**src/mrc_pkg.sv**
```systemverilog
// Shared types, constants and the CRC-16 byte step for the Modbus RTU response checker.
// No dependencies; every other file imports this package.
`timescale 1ns / 1ps

package mrc_pkg;

    localparam int BYTE_W = 8;
    localparam int LEN_W  = 9;

    // Largest frame the length counter tracks before it saturates.
    localparam int MAX_FRAME_BYTES_DEF = 256;

    localparam logic [15:0]       CRC_START = 16'hFFFF;
    localparam logic [15:0]       CRC_POLY  = 16'hA001;
    localparam logic [BYTE_W-1:0] EXC_FLAG  = 8'h80;
    localparam logic [LEN_W-1:0]  MIN_FRAME = 9'd4;

    // Exception codes carried in the byte after an exception function code.
    localparam logic [BYTE_W-1:0] EXC_ILL_FUNC = 8'd1;
    localparam logic [BYTE_W-1:0] EXC_ILL_ADDR = 8'd2;
    localparam logic [BYTE_W-1:0] EXC_ILL_VAL  = 8'd3;

    typedef enum logic [2:0] {
        ST_OK       = 3'd0,
        ST_COMM     = 3'd1,
        ST_ILL_FUNC = 3'd2,
        ST_ILL_ADDR = 3'd3,
        ST_ILL_VAL  = 3'd4
    } status_t;

    typedef struct packed {
        logic [BYTE_W-1:0] rx_byte;
        logic              frame_end;
        logic [BYTE_W-1:0] expected_function;
    } rx_word_t;

    typedef struct packed {
        logic     valid;
        rx_word_t word;
    } stage_t;

    typedef struct packed {
        status_t          status;
        logic [LEN_W-1:0] frame_length;
    } rsp_word_t;

    // One byte through the reflected CRC-16, eight shift steps unrolled.
    function automatic logic [15:0] crc_absorb(logic [15:0] crc, logic [BYTE_W-1:0] b);
        logic [15:0] c;
        c = crc ^ {8'h00, b};
        for (int k = 0; k < 8; k++) begin
            c = c[0] ? ((c >> 1) ^ CRC_POLY) : (c >> 1);
        end
        return c;
    endfunction

endpackage

```
**src/mrc_frame_check.sv**
```systemverilog
// Frame state (CRC, two-byte delay line, count, captured bytes) and the final decision.
// Depends on mrc_pkg.
`timescale 1ns / 1ps

module mrc_frame_check import mrc_pkg::*;
#(
    parameter int MAX_FRAME_BYTES = MAX_FRAME_BYTES_DEF
)
(
    input  logic      clk,
    input  logic      rst_n,
    input  stage_t    stage,
    input  logic      take,
    output logic      result_valid,
    output rsp_word_t result
);

    logic [15:0]       crc_reg, crc_next;
    logic [BYTE_W-1:0] held0_reg, held0_next;
    logic [BYTE_W-1:0] held1_reg, held1_next;
    logic [LEN_W-1:0]  count_reg, count_next;
    logic [BYTE_W-1:0] func_reg, func_next;
    logic [BYTE_W-1:0] exc_reg, exc_next;

    logic [15:0]       crc_upd;
    logic [LEN_W-1:0]  count_inc;
    logic [BYTE_W-1:0] exc_fn;
    status_t           status;

    // A byte enters the CRC only as it leaves the delay line, so the last two
    // bytes of the frame are left out and compared against the CRC instead.
    assign crc_upd   = (count_reg >= 9'd2) ? crc_absorb(crc_reg, held0_reg) : crc_reg;
    assign count_inc = (count_reg < LEN_W'(MAX_FRAME_BYTES)) ? count_reg + 9'd1 : count_reg;
    assign exc_fn    = stage.word.expected_function + EXC_FLAG;

    always_comb
    begin
        if (count_inc < MIN_FRAME)
        begin
            status = ST_COMM;
        end
        else if (crc_upd[7:0] != held1_reg || crc_upd[15:8] != stage.word.rx_byte)
        begin
            status = ST_COMM;
        end
        else if (func_reg == exc_fn)
        begin
            case (exc_reg)
                EXC_ILL_FUNC: status = ST_ILL_FUNC;
                EXC_ILL_ADDR: status = ST_ILL_ADDR;
                EXC_ILL_VAL:  status = ST_ILL_VAL;
                default:      status = ST_COMM;
            endcase
        end
        else
        begin
            status = ST_OK;
        end
    end

    assign result_valid = take && stage.word.frame_end;
    assign result       = '{status: status, frame_length: count_inc};

    always_comb
    begin
        crc_next   = crc_reg;
        held0_next = held0_reg;
        held1_next = held1_reg;
        count_next = count_reg;
        func_next  = func_reg;
        exc_next   = exc_reg;
        if (take)
        begin
            if (stage.word.frame_end)
            begin
                crc_next   = CRC_START;
                held0_next = '0;
                held1_next = '0;
                count_next = '0;
                func_next  = '0;
                exc_next   = '0;
            end
            else
            begin
                crc_next   = crc_upd;
                held0_next = held1_reg;
                held1_next = stage.word.rx_byte;
                count_next = count_inc;
                if (count_reg == 9'd1)
                begin
                    func_next = stage.word.rx_byte;
                end
                if (count_reg == 9'd2)
                begin
                    exc_next = stage.word.rx_byte;
                end
            end
        end
    end

    always_ff @(posedge clk or negedge rst_n)
    begin
        if (!rst_n)
        begin
            crc_reg   <= CRC_START;
            held0_reg <= '0;
            held1_reg <= '0;
            count_reg <= '0;
            func_reg  <= '0;
            exc_reg   <= '0;
        end
        else
        begin
            crc_reg   <= crc_next;
            held0_reg <= held0_next;
            held1_reg <= held1_next;
            count_reg <= count_next;
            func_reg  <= func_next;
            exc_reg   <= exc_next;
        end
    end

endmodule

```
**config.mk**
```make
export PLATFORM = sky130hd
export DESIGN_NAME = mrc_frame_check
export DESIGN_NICKNAME = d
export VERILOG_FILES = /design/src/mrc_pkg.sv /design/src/mrc_frame_check.sv
export SDC_FILE = /design/constraint.sdc
export NUM_CORES = 1
export LEC_CHECK = 0
export BUFFER_PORTS_ARGS = -buffer_cell sky130_fd_sc_hd__buf_2
export CAP_MARGIN = 20
export CORE_ASPECT_RATIO = 0.9
export CORE_MARGIN = 4
export CORE_UTILIZATION = 51
export DETAILED_ROUTE_END_ITERATION = 7
export PLACE_DENSITY = 0.7
export SLEW_MARGIN = 20
export SYNTH_ARGS = -nofsm -noshare
export SYNTH_HDL_FRONTEND = slang
export SYNTH_SLANG_ARGS = --single-unit
```
**constraint.sdc**
```tcl
create_clock -name clk -period 3.5 [get_ports clk]
set_input_delay 0.525 -clock clk [delete_from_list [all_inputs] [get_ports clk]]
set_output_delay 0.525 -clock clk [all_outputs]
set_load 0.01 [all_outputs]
```
==> results of run 1 <==
==> synth_stat cells (5+ instances only) <==
cell type and n:
nor3_1 8, a21oi_1 10, o21ai_0 22, dfrtp_1 41, o22a_1 25, o22ai_1 17, nor2_1 18, mux2i_1 27
nand3_1 8, xor2_1 24, inv_1 42, and3_1 5, xnor2_1 30, clkbuf_1 22, nand3b_1 16, nand2_1 15
dfstp_2 16
==> per-layer routing <==
| metal | GRT usage (%) | up-vias | share of wire (%) | wire (um) |
|---|---|---|---|---|
| met3 | 6.38 | 13 | 4.3 | 368 |
| li1 | - | 1411 | - | - |
| met1 | 27.4 | 1411 | 48 | 4080 |
| met5 | 0 | - | 0 | 0 |
| met2 | 31.3 | 73 | 47 | 4020 |
| met4 | 6.16 | 0 | 1.4 | 124 |
==> repair_timing <==
| item | in CTS | in global routing |
|---|---|---|
| setup buffers | 2 | 5 |
| endpoints found under the setup margin | 3 | 3 |
| gates resized for setup | 3 | 13 |
| pin swaps | 2 | 5 |
| cloned | 0 | 1 |
==> area by class of cell <==
| cell class | instances | area, sq um |
|---|---|---|
| Tap cell | 93 | 116 |
| Fill cell | 600 | 2720 |
| Multi-Input combinational cell | 264 | 2070 |
| Clock inverter | 6 | 66.3 |
| Timing Repair Buffer | 49 | 320 |
| Clock buffer | 10 | 138 |
| Sequential cell | 57 | 1450 |
| Inverter | 42 | 158 |
==> logic make-up after synthesis <==
family	synth area share, %
XOR/XNOR	15.5
buffers and inverters	7.02
flip-flops	39.4
multiplexers	7.36
AO/OA/AOI/OAI	16.4
AND/OR/NAND/NOR	13.4
adder cells (fa/ha/maj)	1.02
==> power by group through the flow <==
stage	clock (mW)	sequential [mW]	combinational (mW)
floorplan	0	0.995	1.12
global placement	0	1.03	1.32
detailed placement	0	1.05	1.35
CTS	0.651	1.03	1.42
global route	0.688	1.07	1.67
finish	0.633	1.04	1.56
==> final timing paths <==
path	from	end	slack [ns]	cells past startpoint
max	crc_reg[4]$_DFFE_PN1P_	result[11]	0.06	8
min	rst_n	held1_reg[7]$_DFFE_PN0P_	0.17	1
max reg2reg	crc_reg[0]$_DFFE_PN1P_	crc_reg[0]$_DFFE_PN1P_	1.08	8
min reg2reg	held1_reg[1]$_DFFE_PN0P_	held0_reg[1]$_DFFE_PN0P_	0.53	2
max in group asynchronous	rst_n	crc_reg[5]$_DFFE_PN1P_	2.66	2
min in group clk	stage[9]	held1_reg[0]$_DFFE_PN0P_	0.48	3
==> stage by stage <==
stage          total power, mW  instances
6_report                  3.24        521
5_1_grt                   3.43        521
4_1_cts                   3.11        515
3_5_place_dp              2.39        497
3_3_place_gp              2.36        497
2_1_floorplan             2.11        389
==> critical path, stage by stage, from the launching register on <==
cell and delay [ns]:
dfstp_2 0.59, xnor2_4 0.13, xnor3_1 0.44, xnor3_2 0.32
nor2b_2 0.07, a2111o_1 0.40, nor4_4 0.28, and3_1 0.20
buf_2 0.13
==> flow_summary.toml, run 1 <==
[floorplanning]
core.rowCount = 29
io-pin-count = 34
die_y_um = 88.5
coreArea_sq_um = 7040
die_w_um = 97.4
dieArea_sq_um = 8620
start_util_pct = 52.2

[clocking]
clk_pin_slew_ns = 0.07
clk_latency_ns = 0.35
clockBufferDepth = 2
cts-buffers-inserted = 9
cts_tree = "built"
cts_root_buf = "clkbuf_8"
cts_num_sinks = 57
htree_levels = 3
cts_hold_repair.buffers = 0

[final_layout]
largest_reg_flops = 16
final_layout_size_suffix_gt1_share_pct = 23.4
syn2layout_area_growth_pct = 17.5
layout.nets = 447
final_common_cell = "inv_1"
layout_common_cells = "42 x inv_1, 39 x dfrtp_1, 31 x buf_2"
n_antenna_cell = 0
finish.instance_area_sq_um = 4320
utilization_pct = 61.3

[power_and_ir_drop]
p_leak_nw = 1.92
power_density_nw_per_um2 = 750
switching_share_pct = 37.7
p_seq_share_pct = 32.3
pwr-share-clk_pct = 19.6
peakVddDrop_mv = 0.530
p_comb_share_pct = 48.1
p_switching_mw = 1.22
p_int_mw = 2.01

[drt]
wl_per_cell_um = 16.5
routed_wirelength_um = 8600
final_antenna_net_count = 0
drt-initial-drc-count = 225
vias_per_cell = 5.58
dr.pass1.iters = 5
drcViolationCount = 0
vias = 2908

[placed_design]
dpl_worst_slack_ns = 0.262
gp_congestion = 0.820
portBuffers = 32
dp_hpwl_um = 5650
place_area_sq_um = 3930

[yosys]
synth_area_leaders = "dfrtp_1 28%, dfstp_2 11%, mux2i_1 7.4%"
syn_inst = 389
ys_ff_latch = 57
synth.avg_cell_area_sq_um = 9.44
netlist.area_leader.share_pct = 27.9
synth_nets = 413
ys_seq_area_share_pct = 39.4
syn_area_sq_um = 3670
synth_cell_types = 43
yosys_warnings = 0
synth_top_area_cell = "dfrtp_1"
synth-edff-count = 0
ys_async_sr_fraction_pct = 100
ys.flop_type = "dfrtp_1"

[timing]
fin_hold_ws_ns = 0.172
setup_viol = 0
slew_headroom_pct = 61.6
min_period_ns = 3.44
fin_crit_sh_pct = 98.4
hold_viol = 0
clock_skew_ns = 0.0126
max_freq_ghz = 0.290
setup_ws_ns = 0.0566
worstMarginPinSlew_ns = 0.577
drv_slew = 0
rsz0062_at_grt = "true"
tns_ns = 0

[run_status]
status = "finished clean"

[worst_setup_path]
worstPathMaxFanout = 6
crit_required_ns = 2.97
cp-start-kind = "flop"
critical_path_arrival_ns = 2.92
crit_type = "flop to output pin"
cp-end-kind = "output pin"

[global_route]
grt-ovfl-total = 0
grt_pass1_vias = 2705
antenna_found_initial = 0
grt_first_pass_wirelength_um = 13700
grtUsageTotal_pct = 20.2
grt_start_max_net_pins = 55

[flow_run]
maxCapViolCount = 0

[min_path]
hold_path.class = "primary input to asynchronous set/reset pin"
No activity file was read; power rests on OpenSTA's default activity.
==> run 2, diff against run 1 <==
Settings changed: RECOVER_POWER set to 50, SLEW_MARGIN 20 to not set.
==> run 2 against run 1 <==
The run now ends with max-capacitance violations, max-slew violations left. Worst hold slack got worse by 0.069 ns. First-iteration DRC count decreased by 2.7%. Core utilization decreased by 0.12 points. Non-clock buffer count increased by 1. Sequential power about the same. Fmax about the same. Clock power about the same. Wire length decreased by 0.22%. Clock skew decreased by 0.00051 ns. Total power increased by 0.14%. Final cell count increased by 0.19%. Critical endpoint unchanged. Largest power group unchanged.
==> flow_summary.toml, run 2 (synthesis results as in run 1) <==
[final_layout]
largest_reg_flops = 16
layout.nets = 448
final_common_cell = "inv_1"
n_antenna_cell = 0
utilization_pct = 61.2
syn2layout_area_growth_pct = 17.3
final_layout_size_suffix_gt1_share_pct = 22.4
layout_common_cells = "42 x inv_1, 39 x dfrtp_1, 30 x buf_2"

[floorplanning]
coreArea_sq_um = 7040
start_util_pct = 52.2
core.rowCount = 29
dieArea_sq_um = 8620
die_w_um = 97.4
die_y_um = 88.5
io-pin-count = 34

[global_route]
antenna_found_initial = 0
grtUsageTotal_pct = 20.2
grt_use_met2_pct = 31.3
use_met3_pct = 6.38
grt_start_max_net_pins = 55
grt_util_met1_pct = 27.4
grt_first_pass_wirelength_um = 13700
grt-ovfl-total = 0
grt_pass1_vias = 2705
busiest_layer = "met2"

[drt]
routed_wirelength_um = 8580
drcViolationCount = 0
vias = 2883
dr.pass1.iters = 4
drt-initial-drc-count = 219
vias_per_cell = 5.52
wl_per_cell_um = 16.4
final_antenna_net_count = 0

[clocking]
cts_num_sinks = 57
cts_hold_repair.buffers = 0
htree_levels = 3
cts-buffers-inserted = 9
cts_tree = "built"
clockBufferDepth = 2
clk_pin_slew_ns = 0.07
cts_root_buf = "clkbuf_8"
clk_latency_ns = 0.35

[timing]
worstMarginPinSlew_ns = 2.19
max_freq_ghz = 0.290
min_period_ns = 3.44
setup_viol = 0
fin_crit_sh_pct = 98.4
hold_viol = 0
drv_slew = 92
slew_headroom_pct = -45.8
clock_skew_ns = 0.0121
rsz0062_at_grt = "true"

[power_and_ir_drop]
power_density_nw_per_um2 = 752
finalPower_mw = 3.24
peakVddDrop_mv = 0.531
p_leak_nw = 1.91

[worst_setup_path]
worstPathMaxFanout = 6
critical_path_arrival_ns = 2.92
rrSetupSlack_ns = 1.06
crit_required_ns = 2.97
cp-end-kind = "output pin"
cp-start-kind = "flop"
crit_type = "flop to output pin"
crit_path_start = "crc_reg[4]$_DFFE_PN1P_"
reg2reg_from = "crc_reg[0]$_DFFE_PN1P_"

[placed_design]
dp_hpwl_um = 5650
gp_congestion = 0.820
portBuffers = 32

[run_status]
failed_checks = "max-capacitance violations, max-slew violations"
status = "complete, but fails checks"

[flow_run]
maxCapViolCount = 2

[min_path]
hold_path.class = "primary input to asynchronous set/reset pin"
-- run 2: cell count changes in the layout (fill, tap and decap cells not counted) --
| cell | previous run | this run |
|---|---|---|
| buf_2 | 31 | 30 |
| buf_4 | 16 | 13 |
| clkbuf_1 | 0 | 5 |
-- run 2: power by group --
part	internal, mW	switching (mW)	total, mW	leakage [nW]
clock	0.348	0.287	0.636	0.0949
sequential	0.865	0.181	1.05	0.711
combinational	0.800	0.757	1.56	1.11
total	2.01	1.23	3.24	1.91
-- run 2: path summary, 6_finish.rpt --
check                           cells past startpoint                       end
worst max register to register                      8    crc_reg[0]$_DFFE_PN1P_
min in group clk                                    3  held1_reg[0]$_DFFE_PN0P_
worst min register to register                      2  held0_reg[1]$_DFFE_PN0P_
worst max-delay path                                8                result[11]
worst min-delay path                                1  held1_reg[1]$_DFFE_PN0P_
max in group asynchronous                           2  count_reg[6]$_DFFE_PN0P_
-- run 2: final cells by class --
cell class / instances / area (sq um)
clock inverters: 6 / 66.3
multi-input cells: 264 / 2070
repair buffers: 50 / 312
flip-flops and latches: 57 / 1450
inverters: 42 / 158
fillers: 600 / 2730
well taps: 93 / 116
clock buffers: 10 / 138
-- run 2: what timing repair did --
item                       4_1_cts  5_1_grt
setup buffers                    2        5
cloned                           0        1
resized for setup                3       13
pin swaps                        2        5
setup endpoints to repair        3        3
-- run 2: through the flow --
step | instances | cell area, sq um | setup slack (ns) | setup TNS, ns | hold slack (ns)
6_report | 522 | 4310 | 0.0559 | 0 | 0.103
5_1_grt | 522 | 4310 | -0.0455 | -0.0729 | 0.123
4_1_cts | 515 | 4170 | 0.00453 | 0 | 0.364
3_5_place_dp | 497 | 3930 | 0.262 | 0 | 0.506
3_3_place_gp | 497 | 3930 | 0.298 | 0 | 0.485
2_1_floorplan | 389 | 3670 | 0.526 | 0 | 0.229
-- run 2: critical path: stages, from the launching register on --
cell and delay (ns):
dfstp_2 0.59, xnor2_4 0.13, xnor3_1 0.44, xnor3_2 0.32, nor2b_2 0.07, a2111o_1 0.40, nor4_4 0.29, and3_1 0.20
buf_2 0.13
-- run 2: metal layers --
layer / routed length (um) / up-vias
met5: 0 / -
met4: 113 / 0
met3: 395 / 9
met2: 4060 / 63
met1: 4010 / 1396
li1: - / 1415
